<file path="config.mk">
export PLATFORM = sky130hd
export DESIGN_NAME = display_mode_register_file
export DESIGN_NICKNAME = d
export VERILOG_FILES = /design/src/rtl/dmrf_pkg.sv /design/src/rtl/dmrf_regfile.sv /design/src/rtl/dmrf_geom.sv /design/src/rtl/display_mode_register_file.sv
export SDC_FILE = /design/constraint.sdc
export NUM_CORES = 2
export LEC_CHECK = 0
export BUFFER_PORTS_ARGS = -buffer_cell sky130_fd_sc_hd__buf_2
export CORE_UTILIZATION = 40
export CTS_CLUSTER_DIAMETER = 40
export DETAILED_ROUTE_END_ITERATION = 7
export PLACE_DENSITY = 0.66
export SYNTH_ARGS = -nofsm -noshare
export SYNTH_HDL_FRONTEND = slang
export SYNTH_SLANG_ARGS = --single-unit
</file>
<file path="constraint.sdc">
create_clock -name clk -period 16 [get_ports clk]
set_input_delay 0.8 -clock clk [delete_from_list [all_inputs] [get_ports clk]]
set_output_delay 0.8 -clock clk [all_outputs]
set_load 0.02 [all_outputs]
</file>
<file path="src/rtl/dmrf_pkg.sv">
package dmrf_pkg;

    // Memory and window sizes
    localparam logic [32:0] VRAM_BYTES    = 33'd16777216;
    localparam logic [12:0] MMIO_BYTES    = 13'd4096;
    localparam logic [15:0] MAX_DIM       = 16'd8192;
    localparam logic [15:0] MIN_DIM       = 16'd64;
    localparam logic [32:0] INIT_AREA_MAX = VRAM_BYTES / 33'd4;

    // Register window: register i at WIN_BASE + 2*i
    localparam logic [11:0] WIN_BASE = 12'h500;
    localparam logic [11:0] WR_END   = 12'h514;
    localparam logic [11:0] RD_END   = 12'h516;

    localparam int NREGS = 10;

    // Register indexes
    localparam logic [3:0] R_ID     = 4'd0;
    localparam logic [3:0] R_XRES   = 4'd1;
    localparam logic [3:0] R_YRES   = 4'd2;
    localparam logic [3:0] R_BPP    = 4'd3;
    localparam logic [3:0] R_ENABLE = 4'd4;
    localparam logic [3:0] R_VWIDTH = 4'd6;
    localparam logic [3:0] R_XOFF   = 4'd8;
    localparam logic [3:0] R_YOFF   = 4'd9;
    localparam logic [3:0] R_VMEM   = 4'd10;
    localparam logic [3:0] R_LAST   = 4'd9;

    // Register values and enable bits
    localparam logic [15:0] ID_CODE    = 16'hb0c5;
    localparam logic [15:0] VMEM_UNITS = 16'(VRAM_BYTES / 33'd65536);
    localparam logic [15:0] BPP_32     = 16'd32;
    localparam logic [15:0] EN_MASK    = 16'h00c3;
    localparam logic [15:0] EN_ON_VAL  = 16'h0001;
    localparam logic [15:0] ALL_ONES   = 16'hffff;
    localparam int          EN_ON      = 0;
    localparam int          EN_CAPS    = 1;
    localparam int          EN_NOCLR   = 7;

    // Initial mode after reset
    localparam logic [13:0] INIT_WIDTH_RST  = 14'd1024;
    localparam logic [13:0] INIT_HEIGHT_RST = 14'd768;

    // Configuration register indexes
    localparam logic CFG_INIT_WIDTH  = 1'b0;
    localparam logic CFG_INIT_HEIGHT = 1'b1;

    // Request commands
    localparam logic CMD_READ  = 1'b0;
    localparam logic CMD_WRITE = 1'b1;

    typedef struct packed {
        logic        command;
        logic [11:0] byte_offset;
        logic [3:0]  byte_count;
        logic [31:0] write_data;
    } dmrf_req_t;

    typedef struct packed {
        logic [31:0] read_data;
        logic        access_ok;
        logic [13:0] scan_width;
        logic [13:0] scan_height;
        logic [15:0] scan_stride;
        logic [24:0] scan_start;
        logic        clear_vram;
        logic        mode_error;
    } dmrf_rsp_t;

    // Mode register fields used by the geometry check
    typedef struct packed {
        logic [15:0] xres;
        logic [15:0] yres;
        logic [15:0] bpp;
        logic [15:0] enable;
        logic [15:0] vwidth;
        logic [15:0] xoff;
        logic [15:0] yoff;
    } mode_view_t;

    typedef struct packed {
        logic [13:0] width;
        logic [13:0] height;
        logic [15:0] stride;
        logic [24:0] start;
    } geom_t;

    // Initial mode reload: strobe plus the new initial mode
    typedef struct packed {
        logic        load;
        logic [13:0] width;
        logic [13:0] height;
    } init_load_t;

    typedef enum logic [2:0] {
        GEO_IDLE,
        GEO_INIT_MUL,
        GEO_INIT_CHK,
        GEO_PRE,
        GEO_OFFSET,
        GEO_COMMIT
    } geo_op_t;

    typedef enum logic [3:0] {
        ST_IDLE,
        ST_INIT_MUL,
        ST_INIT_CHK,
        ST_READ,
        ST_WMERGE,
        ST_VPRE,
        ST_VOFF,
        ST_VCOMMIT,
        ST_DONE
    } ctrl_state_t;

    function automatic geom_t initial_geom(input logic [13:0] w, input logic [13:0] h);
        geom_t g;
        g.width  = w;
        g.height = h;
        g.stride = {w, 2'b00};
        g.start  = '0;
        return g;
    endfunction

endpackage

</file>
<file path="src/rtl/dmrf_regfile.sv">
module dmrf_regfile
    import dmrf_pkg::*;
(
    input  logic        clk,
    input  logic        rst_n,
    input  init_load_t  init,
    input  logic        wr_en,
    input  logic [15:0] wr_val,
    input  logic [3:0]  idx,
    output logic [15:0] rd_raw,
    output logic [15:0] rd_vis,
    output logic        wr_taken,
    output logic        wr_clr,
    output mode_view_t  view
);

    logic [15:0] mode_reg  [NREGS];
    logic [15:0] mode_next [NREGS];
    logic        en_on;
    logic        caps;
    logic        locked;

    assign en_on = mode_reg[R_ENABLE][EN_ON];
    assign caps  = mode_reg[R_ENABLE][EN_CAPS];

    // Write rules: id read-only, bpp only 32, size and depth locked while on
    always_comb
    begin
        locked   = (idx == R_XRES || idx == R_YRES || idx == R_BPP) && en_on;
        wr_taken = wr_en && (idx != R_ID) && (idx <= R_LAST) &&
                   !(idx == R_BPP && wr_val != BPP_32) && !locked;
        wr_clr   = wr_taken && (idx == R_ENABLE) && !en_on &&
                   wr_val[EN_ON] && !wr_val[EN_NOCLR];
    end

    // Next register contents
    always_comb
    begin
        mode_next = mode_reg;
        if (init.load)
        begin
            for (int i = 0; i < NREGS; i++)
                mode_next[i] = '0;
            mode_next[R_XRES]   = {2'b00, init.width};
            mode_next[R_YRES]   = {2'b00, init.height};
            mode_next[R_BPP]    = BPP_32;
            mode_next[R_ENABLE] = EN_ON_VAL;
            mode_next[R_VWIDTH] = {2'b00, init.width};
        end
        else if (wr_taken)
        begin
            if (idx == R_ENABLE)
                mode_next[R_ENABLE] = wr_val & EN_MASK;
            else
                mode_next[idx] = wr_val;
        end
    end

    always_ff @(posedge clk or negedge rst_n)
    begin
        if (!rst_n)
        begin
            for (int i = 0; i < NREGS; i++)
                mode_reg[i] <= '0;
            mode_reg[R_XRES]   <= {2'b00, INIT_WIDTH_RST};
            mode_reg[R_YRES]   <= {2'b00, INIT_HEIGHT_RST};
            mode_reg[R_BPP]    <= BPP_32;
            mode_reg[R_ENABLE] <= EN_ON_VAL;
            mode_reg[R_VWIDTH] <= {2'b00, INIT_WIDTH_RST};
        end
        else
        begin
            mode_reg <= mode_next;
        end
    end

    // Single read port: raw value for merging, visible value for host reads
    assign rd_raw = (idx <= R_LAST) ? mode_reg[idx] : '0;

    always_comb
    begin
        priority if (idx == R_ID)
            rd_vis = ID_CODE;
        else if (idx == R_VMEM)
            rd_vis = VMEM_UNITS;
        else if (idx > R_LAST)
            rd_vis = ALL_ONES;
        else if (caps && (idx == R_XRES || idx == R_YRES))
            rd_vis = MAX_DIM;
        else if (caps && idx == R_BPP)
            rd_vis = BPP_32;
        else
            rd_vis = mode_reg[idx];
    end

    // Fixed taps for the geometry check
    assign view.xres   = mode_reg[R_XRES];
    assign view.yres   = mode_reg[R_YRES];
    assign view.bpp    = mode_reg[R_BPP];
    assign view.enable = mode_reg[R_ENABLE];
    assign view.vwidth = mode_reg[R_VWIDTH];
    assign view.xoff   = mode_reg[R_XOFF];
    assign view.yoff   = mode_reg[R_YOFF];

endmodule

</file>
<file path="src/rtl/dmrf_geom.sv">
module dmrf_geom
    import dmrf_pkg::*;
(
    input  logic       clk,
    input  logic       rst_n,
    input  geo_op_t    op,
    input  mode_view_t view,
    input  init_load_t init,
    output geom_t      geom,
    output logic       pre_ok,
    output logic       init_bad
);

    logic [15:0] vw;
    logic [15:0] stride;
    logic [15:0] mul_a;
    logic [15:0] mul_b;
    logic [31:0] prod_reg;
    logic [32:0] off_reg;
    logic [32:0] off_next;
    logic [32:0] room;
    logic        fits;
    logic        init_range_bad;
    geom_t       geom_reg;
    logic        init_bad_reg;

    // Virtual width and stride, plus the checks that need no multiply
    always_comb
    begin
        vw     = (view.vwidth < view.xres) ? view.xres : view.vwidth;
        stride = {vw[13:0], 2'b00};
        pre_ok = view.enable[EN_ON] && (view.bpp == BPP_32) &&
                 (view.xres >= MIN_DIM) && (view.yres >= MIN_DIM) &&
                 (view.xres <= MAX_DIM) && (view.yres <= MAX_DIM) &&
                 (vw <= MAX_DIM);
    end

    // Shared multiplier operand select
    always_comb
    begin
        unique case (op)
            GEO_INIT_MUL:
            begin
                mul_a = {2'b00, init.width};
                mul_b = {2'b00, init.height};
            end
            GEO_PRE:
            begin
                mul_a = view.yoff;
                mul_b = stride;
            end
            default:
            begin
                mul_a = stride;
                mul_b = view.yres;
            end
        endcase
    end

    // Frame fit: start within memory and stride*height fits after start; initial mode size range
    always_comb
    begin
        off_next = {1'b0, prod_reg} + {15'b0, view.xoff, 2'b00};
        room     = VRAM_BYTES - off_reg;
        fits     = (off_reg <= VRAM_BYTES) && ({1'b0, prod_reg} <= room);
        init_range_bad = ({2'b00, init.width} < MIN_DIM) ||
                         ({2'b00, init.width} > MAX_DIM) ||
                         ({2'b00, init.height} < MIN_DIM) ||
                         ({2'b00, init.height} > MAX_DIM);
    end

    // Datapath registers
    always_ff @(posedge clk)
    begin
        if (op == GEO_INIT_MUL || op == GEO_PRE || op == GEO_OFFSET)
            prod_reg <= 32'(mul_a) * 32'(mul_b);
        if (op == GEO_OFFSET)
            off_reg <= off_next;
    end

    // Latched geometry and initial mode check
    always_ff @(posedge clk or negedge rst_n)
    begin
        if (!rst_n)
        begin
            geom_reg     <= initial_geom(INIT_WIDTH_RST, INIT_HEIGHT_RST);
            init_bad_reg <= 1'b0;
        end
        else
        begin
            if (init.load)
                geom_reg <= initial_geom(init.width, init.height);
            else if (op == GEO_COMMIT && fits)
            begin
                geom_reg.width  <= view.xres[13:0];
                geom_reg.height <= view.yres[13:0];
                geom_reg.stride <= stride;
                geom_reg.start  <= off_reg[24:0];
            end
            if (op == GEO_INIT_CHK)
                init_bad_reg <= init_range_bad || ({1'b0, prod_reg} > INIT_AREA_MAX);
        end
    end

    assign geom     = geom_reg;
    assign init_bad = init_bad_reg;

endmodule

</file>
<file path="src/rtl/display_mode_register_file.sv">
// Each request first runs the initial mode check (INIT_MUL, INIT_CHK); a rejected request
// then goes to DONE, a read gathers its bytes in READ and a write merges each touched
// register in WMERGE. A request is taken only when idle, once the last result is registered.
// The single shared 16x16 multiplier runs the initial mode check and the scanout geometry
// check, one register write after another.
// Reset (rst_n, async low): initial mode 1024x768, registers and geometry loaded.
module display_mode_register_file
    import dmrf_pkg::*;
(
    input  logic        clk,
    input  logic        rst_n,
    input  logic        cfg_wr_en,
    input  logic        cfg_index,
    input  logic [13:0] cfg_data,
    input  logic        in_valid,
    output logic        in_stall,
    input  dmrf_req_t   in_req,
    output logic        out_valid,
    input  logic        out_stall,
    output dmrf_rsp_t   out_rsp
);

    ctrl_state_t state_reg, state_next;
    logic [13:0] init_w_reg, init_h_reg;
    dmrf_req_t   req_reg;
    logic        ok_reg, ok_next;
    logic [1:0]  b_reg, b_next;
    logic [3:0]  r_reg, r_next;
    logic [31:0] rd_acc_reg, rd_acc_next;
    logic        clr_reg, clr_next;
    logic        out_valid_reg, out_valid_next;
    dmrf_rsp_t   out_rsp_reg, out_rsp_next;

    init_load_t  init;
    geo_op_t     geo_op;
    geom_t       geom;
    mode_view_t  view;
    logic        pre_ok;
    logic        init_bad;
    logic        rf_wr_en;
    logic [3:0]  rf_idx;
    logic [15:0] rf_raw, rf_vis;
    logic        rf_taken, rf_clr;

    logic        size_ok, range_ok;
    logic [12:0] a_end;
    logic [11:0] a_lo, a_hi, lo_rel, hi_rel;
    logic        touches;
    logic [3:0]  r_first, r_last;
    logic [1:0]  cnt_last;
    logic [11:0] rd_addr, rd_rel;
    logic        rd_in_win;
    logic [7:0]  rd_byte;
    logic [11:0] reg_lo, reg_hi;
    logic        hit_lo, hit_hi;
    logic [1:0]  lane_lo, lane_hi;
    logic [15:0] upd;

    // Initial mode registers; a write reloads the mode registers and the scanout geometry
    always_comb
    begin
        init.load   = cfg_wr_en;
        init.width  = (cfg_wr_en && cfg_index == CFG_INIT_WIDTH)  ? cfg_data : init_w_reg;
        init.height = (cfg_wr_en && cfg_index == CFG_INIT_HEIGHT) ? cfg_data : init_h_reg;
    end

    always_ff @(posedge clk or negedge rst_n)
    begin
        if (!rst_n)
        begin
            init_w_reg <= INIT_WIDTH_RST;
            init_h_reg <= INIT_HEIGHT_RST;
        end
        else
        begin
            init_w_reg <= init.width;
            init_h_reg <= init.height;
        end
    end

    dmrf_regfile u_regfile (
        .clk      (clk),
        .rst_n    (rst_n),
        .init     (init),
        .wr_en    (rf_wr_en),
        .wr_val   (upd),
        .idx      (rf_idx),
        .rd_raw   (rf_raw),
        .rd_vis   (rf_vis),
        .wr_taken (rf_taken),
        .wr_clr   (rf_clr),
        .view     (view)
    );

    dmrf_geom u_geom (
        .clk      (clk),
        .rst_n    (rst_n),
        .op       (geo_op),
        .view     (view),
        .init     (init),
        .geom     (geom),
        .pre_ok   (pre_ok),
        .init_bad (init_bad)
    );

    // Request decode
    always_comb
    begin
        size_ok  = (in_req.byte_count == 4'd1) || (in_req.byte_count == 4'd2) ||
                   (in_req.byte_count == 4'd4);
        range_ok = ({1'b0, in_req.byte_offset} + {9'b0, in_req.byte_count}) <= MMIO_BYTES;

        a_lo     = req_reg.byte_offset;
        a_end    = {1'b0, a_lo} + {9'b0, req_reg.byte_count};
        a_hi     = 12'(a_end - 13'd1);
        cnt_last = 2'(req_reg.byte_count - 4'd1);
        touches  = (a_hi >= WIN_BASE) && (a_lo < WR_END);
        lo_rel   = a_lo - WIN_BASE;
        hi_rel   = a_hi - WIN_BASE;
        r_first  = (a_lo < WIN_BASE) ? R_ID : lo_rel[4:1];
        r_last   = (a_hi >= WR_END) ? R_LAST : hi_rel[4:1];
    end

    // Read byte lane
    always_comb
    begin
        rd_addr   = a_lo + {10'b0, b_reg};
        rd_rel    = rd_addr - WIN_BASE;
        rd_in_win = (rd_addr >= WIN_BASE) && (rd_addr < RD_END);
        if (!rd_in_win)
            rd_byte = 8'hff;
        else if (rd_addr[0])
            rd_byte = rf_vis[15:8];
        else
            rd_byte = rf_vis[7:0];
    end

    // Byte merge for the register under r_reg
    always_comb
    begin
        reg_lo  = WIN_BASE + {7'b0, r_reg, 1'b0};
        reg_hi  = {reg_lo[11:1], 1'b1};
        hit_lo  = (reg_lo >= a_lo) && (reg_lo <= a_hi);
        hit_hi  = (reg_hi >= a_lo) && (reg_hi <= a_hi);
        lane_lo = 2'(reg_lo - a_lo);
        lane_hi = 2'(reg_hi - a_lo);
        upd     = rf_raw;
        if (hit_lo)
            upd[7:0] = req_reg.write_data[{lane_lo, 3'b000} +: 8];
        if (hit_hi)
            upd[15:8] = req_reg.write_data[{lane_hi, 3'b000} +: 8];
    end

    // Sequencer
    always_comb
    begin
        state_next     = state_reg;
        ok_next        = ok_reg;
        b_next         = b_reg;
        r_next         = r_reg;
        rd_acc_next    = rd_acc_reg;
        clr_next       = clr_reg;
        out_valid_next = out_valid_reg && out_stall;
        out_rsp_next   = out_rsp_reg;
        geo_op         = GEO_IDLE;
        rf_wr_en       = 1'b0;
        rf_idx         = r_reg;
        in_stall       = (state_reg != ST_IDLE);

        unique case (state_reg)
            ST_IDLE:
            begin
                if (in_valid)
                begin
                    ok_next    = size_ok && range_ok;
                    state_next = ST_INIT_MUL;
                end
            end
            ST_INIT_MUL:
            begin
                geo_op     = GEO_INIT_MUL;
                state_next = ST_INIT_CHK;
            end
            ST_INIT_CHK:
            begin
                geo_op      = GEO_INIT_CHK;
                rd_acc_next = '0;
                clr_next    = 1'b0;
                b_next      = '0;
                r_next      = r_first;
                if (!ok_reg)
                    state_next = ST_DONE;
                else if (req_reg.command == CMD_READ)
                    state_next = ST_READ;
                else if (touches)
                    state_next = ST_WMERGE;
                else
                    state_next = ST_DONE;
            end
            ST_READ:
            begin
                rf_idx = rd_rel[4:1];
                rd_acc_next[{b_reg, 3'b000} +: 8] = rd_byte;
                if (b_reg == cnt_last)
                    state_next = ST_DONE;
                else
                    b_next = b_reg + 2'd1;
            end
            ST_WMERGE:
            begin
                rf_wr_en = 1'b1;
                clr_next = clr_reg | rf_clr;
                if (rf_taken)
                    state_next = ST_VPRE;
                else if (r_reg == r_last)
                    state_next = ST_DONE;
                else
                    r_next = r_reg + 4'd1;
            end
            ST_VPRE:
            begin
                if (pre_ok)
                begin
                    geo_op     = GEO_PRE;
                    state_next = ST_VOFF;
                end
                else if (r_reg == r_last)
                    state_next = ST_DONE;
                else
                begin
                    r_next     = r_reg + 4'd1;
                    state_next = ST_WMERGE;
                end
            end
            ST_VOFF:
            begin
                geo_op     = GEO_OFFSET;
                state_next = ST_VCOMMIT;
            end
            ST_VCOMMIT:
            begin
                geo_op = GEO_COMMIT;
                if (r_reg == r_last)
                    state_next = ST_DONE;
                else
                begin
                    r_next     = r_reg + 4'd1;
                    state_next = ST_WMERGE;
                end
            end
            ST_DONE:
            begin
                if (!out_valid_reg || !out_stall)
                begin
                    out_valid_next           = 1'b1;
                    out_rsp_next.read_data   = rd_acc_reg;
                    out_rsp_next.access_ok   = ok_reg;
                    out_rsp_next.scan_width  = geom.width;
                    out_rsp_next.scan_height = geom.height;
                    out_rsp_next.scan_stride = geom.stride;
                    out_rsp_next.scan_start  = geom.start;
                    out_rsp_next.clear_vram  = clr_reg;
                    out_rsp_next.mode_error  = init_bad;
                    state_next               = ST_IDLE;
                end
            end
            default:
            begin
                state_next = ST_IDLE;
            end
        endcase
    end

    // Control state
    always_ff @(posedge clk or negedge rst_n)
    begin
        if (!rst_n)
        begin
            state_reg     <= ST_IDLE;
            out_valid_reg <= 1'b0;
            ok_reg        <= 1'b0;
            b_reg         <= '0;
            r_reg         <= '0;
            clr_reg       <= 1'b0;
        end
        else
        begin
            state_reg     <= state_next;
            out_valid_reg <= out_valid_next;
            ok_reg        <= ok_next;
            b_reg         <= b_next;
            r_reg         <= r_next;
            clr_reg       <= clr_next;
        end
    end

    // Request and result payload
    always_ff @(posedge clk)
    begin
        if (state_reg == ST_IDLE && in_valid)
            req_reg <= in_req;
        rd_acc_reg  <= rd_acc_next;
        out_rsp_reg <= out_rsp_next;
    end

    assign out_valid = out_valid_reg;
    assign out_rsp   = out_rsp_reg;

    // One request at a time: the port closes right after a request is taken
    a_busy_after_accept: assert property (@(posedge clk) disable iff (!rst_n)
        (in_valid && !in_stall) |=> in_stall)
        else $error("request taken while sequencer busy");

    // A result only comes out of the final sequencer state
    a_result_from_done: assert property (@(posedge clk) disable iff (!rst_n)
        $rose(out_valid) |-> ($past(state_reg) == ST_DONE))
        else $error("result produced outside final state");

    // A rejected request returns no data and never asks for a clear
    a_reject_clean: assert property (@(posedge clk) disable iff (!rst_n)
        (out_valid && !out_rsp.access_ok) |-> (out_rsp.read_data == '0 && !out_rsp.clear_vram))
        else $error("rejected request returned data or clear");

    // Geometry writes happen only after a register write was taken
    a_commit_after_write: assert property (@(posedge clk) disable iff (!rst_n)
        (state_reg == ST_VCOMMIT) |-> ($past(state_reg, 2) == ST_VPRE && $past(pre_ok, 2)))
        else $error("geometry commit without checked register write");

endmodule
</file>
==> metrics.md <==
| Metric | Value |
|---|---|
| Maxcap violations | 0 |
| Via count | 26,800 |
| Post-synth EDFFs | 248 |
| Largest net degree at the start of global routing | 90 |
| Ports | 175 |
| Die area | 87,800 µm² |
| Die height | 296 µm |
| Final period util | 0.673 |
| Worst R2R Path Depth | 35 |
| Hold/Removal Path Class | in -> async |
| F_max | 92.9 MHz |
| Core area | around 85,000 µm² |
| Synth area leaders | edfxtp_1 22%, dfrtp_1 18%, fa_1 12%, ha_1 7.9%, nand2_1 4.2% |
| Drt initial violations | roughly 3,000 |
| Synth Area in Adders | 0.194 |
| Post-synthesis cell type count | 85 |
| Startpoint Class | flip-flop |
| Synth Flop Type | dfrtp_1 |
| Worst-Margin Slew | 1.46 ns |
| Required @ worst endpoint | 16.36 ns |
| GRT Resource Usage Total | 0.246 |
| First-pass GRT wire length | roughly 160 mm |
| CP dominant cell by count | fa_1 |
| Crit path kind | reg -> reg |
| Most frequent cells after synthesis | 391 x nand2_1, 306 x inv_1, 281 x nor2_1 |
| GPL Wtd Cong | 1.02 |
| # rows | 107 |
| Slowest Stage Delay on Critical Path | 0.98 ns |
| Resized cells post-CTS | 0 |
| Top-area cell type share of the netlist area | 0.215 |
| Routed len/inst | approximately 23 µm |
| Mapped cell area | 34,600 µm² |
| XOR/XNOR Fraction of Synth Area | 0.0253 |
| Initial Utilization | 0.405 |
| Post-synth ARST share | 0.520 |
| Post-Synthesis Cells | about 3,300 |
| # DRC | 0 |
| Vias per inst | 5.68 |
| Total gr overflow | 0 |
| Worst setup EP type | flip-flop |
| Post-synthesis sequential area ratio | 0.410 |
| DRT Pass-1 Iters | 7 |
| Synth-to-Final Area Change | 13.8% |
| Routed Antenna Nets | 0 |
| Simple-Gate Fraction of Synth Area | 0.145 |
| CP Max Fanout | 49 |
| Nets@finish | 4,000 |
| Die Width | 296 µm |
| Most common cell in the netlist | nand2_1 |
| Worst hold margin | 0.195 ns |
| Post-Route WL | around 110 mm |
| DP Worst Slack | 5.45 ns |
| Hold Vio Cnt, Final | 0 |
| Worst setup margin | 5.24 ns |
| Layout cells sized above 1 | 0.135 |
| Vias in the first global route | roughly 26,000 |
| Worst skew pair latency | 0.63 ns |
| Status | completed |
| Slew headroom | 0.0289 |
| Worst r2r src | u_regfile.view[101] |
| Number of flip-flops under the largest register name | 112 |
| Placed cell area | 36,900 µm² |
| Max H-tree Level | 3 |
| Reg2reg end | u_geom.prod_reg[30] |
| Endpoints failing setup | 0 |
| Initial antenna violation count | 4 |
| Total negative slack | 0 ns |
| Largest family of logic cells by synthesized area | adder cells |
| CTS Hold Bufs | 0 |
| Setup Buffers After CTS | 0 |
| Syn Area/Cell | 10.4 µm² |
| Clock Tree Buf Depth | 3 |
| Synth area leader | edfxtp_1 |
| Clock root buffer | clkbuf_16 |
| Post-route cell area | 39,400 µm² |
| Sink Count | 517 |
| Fin. max-slew vios | 0 |
| CTS Buf Count | 74 |
| RSZ-0062 raised after global routing | false |
| Post-DP HPWL | 80.4 mm |
| # port buffers | between 150 and 200 |
| R2R Setup Slk | 5.24 ns |
| Fin crit period | roughly 11 ns |
| Post-synthesis mux area share | 0.0605 |
| Synth warn | 0 |
| #FFs+latches synth | 517 |
| Clock transition at the registers of the reported paths | approximately 0.060 ns |
| Crit path DAT | 11.12 ns |
| Slowest cell on the critical path | nor2b_4 |
| TritonCTS clock tree | yes |
| Skew final | 0.0210 ns |
| Synth Area in Compound Gates | 0.114 |
-- cells in the final DEF, fill, tap and decap left out, types with 13 or more instances in the layout --
cell type	netlist	routed
buf_4	13	65
nand3_1	38	38
inv_1	306	306
xor2_1	45	45
a31oi_1	15	13
clkbuf_16	0	75
mux2_2	28	28
mux4_2	32	32
xnor2_1	55	55
nor3_1	41	40
a221o_1	26	26
nand2b_1	34	34
o21ai_0	215	213
dfrtp_1	256	256
a211oi_1	19	18
fa_1	199	199
a221oi_1	21	18
a21oi_1	153	151
nand4_1	21	21
and3_1	22	21
a21o_1	33	33
nor4_1	26	26
and2_1	77	77
edfxtp_1	248	248
nand2_1	391	391
dfstp_2	13	13
buf_2	15	170
nor2_1	281	279
o21ai_1	36	37
ha_1	218	218
mux2i_1	92	92
nor2b_1	67	66
-- worst max path at each step --
stage / from / endpoint / slack (ns) / depth (start not counted)
floorplan: u_regfile.view[101] / u_geom.prod_reg[30] / 6.99 / 34
global placement: u_regfile.view[106] / u_geom.prod_reg[30] / 5.66 / 35
detailed placement: u_regfile.view[101] / u_geom.prod_reg[30] / 5.45 / 35
CTS: u_regfile.view[101] / u_geom.prod_reg[30] / 5.41 / 35
global route: u_regfile.view[101] / u_geom.prod_reg[31] / 4.58 / 34
finish: u_regfile.view[101] / u_geom.prod_reg[30] / 5.24 / 35
-- layer usage --
| layer | track usage | wire [µm] | vias to the layer above |
|---|---|---|---|
| met5 | 0 | 26 | - |
| met4 | 0.106 | 4800 | 4 |
| met3 | 0.0599 | 10400 | 259 |
| met2 | 0.365 | 47300 | 1313 |
| met1 | 0.340 | 44700 | 13300 |
| li1 | - | - | 12000 |
-- cell type report --
cell class | count | area (µm²)
Antenna cell | 2 | 5.00
Clock buffer | 81 | 1930
Clock inverter | 54 | 591
Fill cell | 7997 | 46000
Inverter | 306 | 1150
Multi-Input combinational cell | 2379 | 18800
Sequential cell | 517 | 14200
Tap cell | 1144 | 1430
Timing Repair Buffer | 236 | 1350
-- cell families after synthesis --
kind of cell               Yosys count
and+or+nand+nor                   1065
AOI/OAI and AO/OA                  636
DFF                                517
buffers and inverters              442
adders and majority gates          417
muxes                              159
xor gates and xnor gates           100
other                                1
-- worst max-delay path: cells and delay by family (launching register included) --
| kind | cells | cell delay (ns) |
|---|---|---|
| adder cells (fa/ha/maj) | 8 | 3.73 |
| flip-flops | 1 | 0.44 |
| AND/OR/NAND/NOR | 7 | 1.85 |
| buffers and inverters | 6 | 0.63 |
| AO/OA/AOI/OAI | 13 | 3.67 |
| XOR/XNOR | 1 | 0.11 |
-- metrics by stage --
stage / utilization / cells
floorplan: - / 3338
global placement: 0.432 / 4582
detailed placement: 0.432 / 4582
CTS: 0.461 / 4717
global route: 0.461 / 4717
finish: 0.461 / 4719
Power is not shown: default switching activity piles up to over one toggle a cycle in this logic, so the estimate is an artifact.
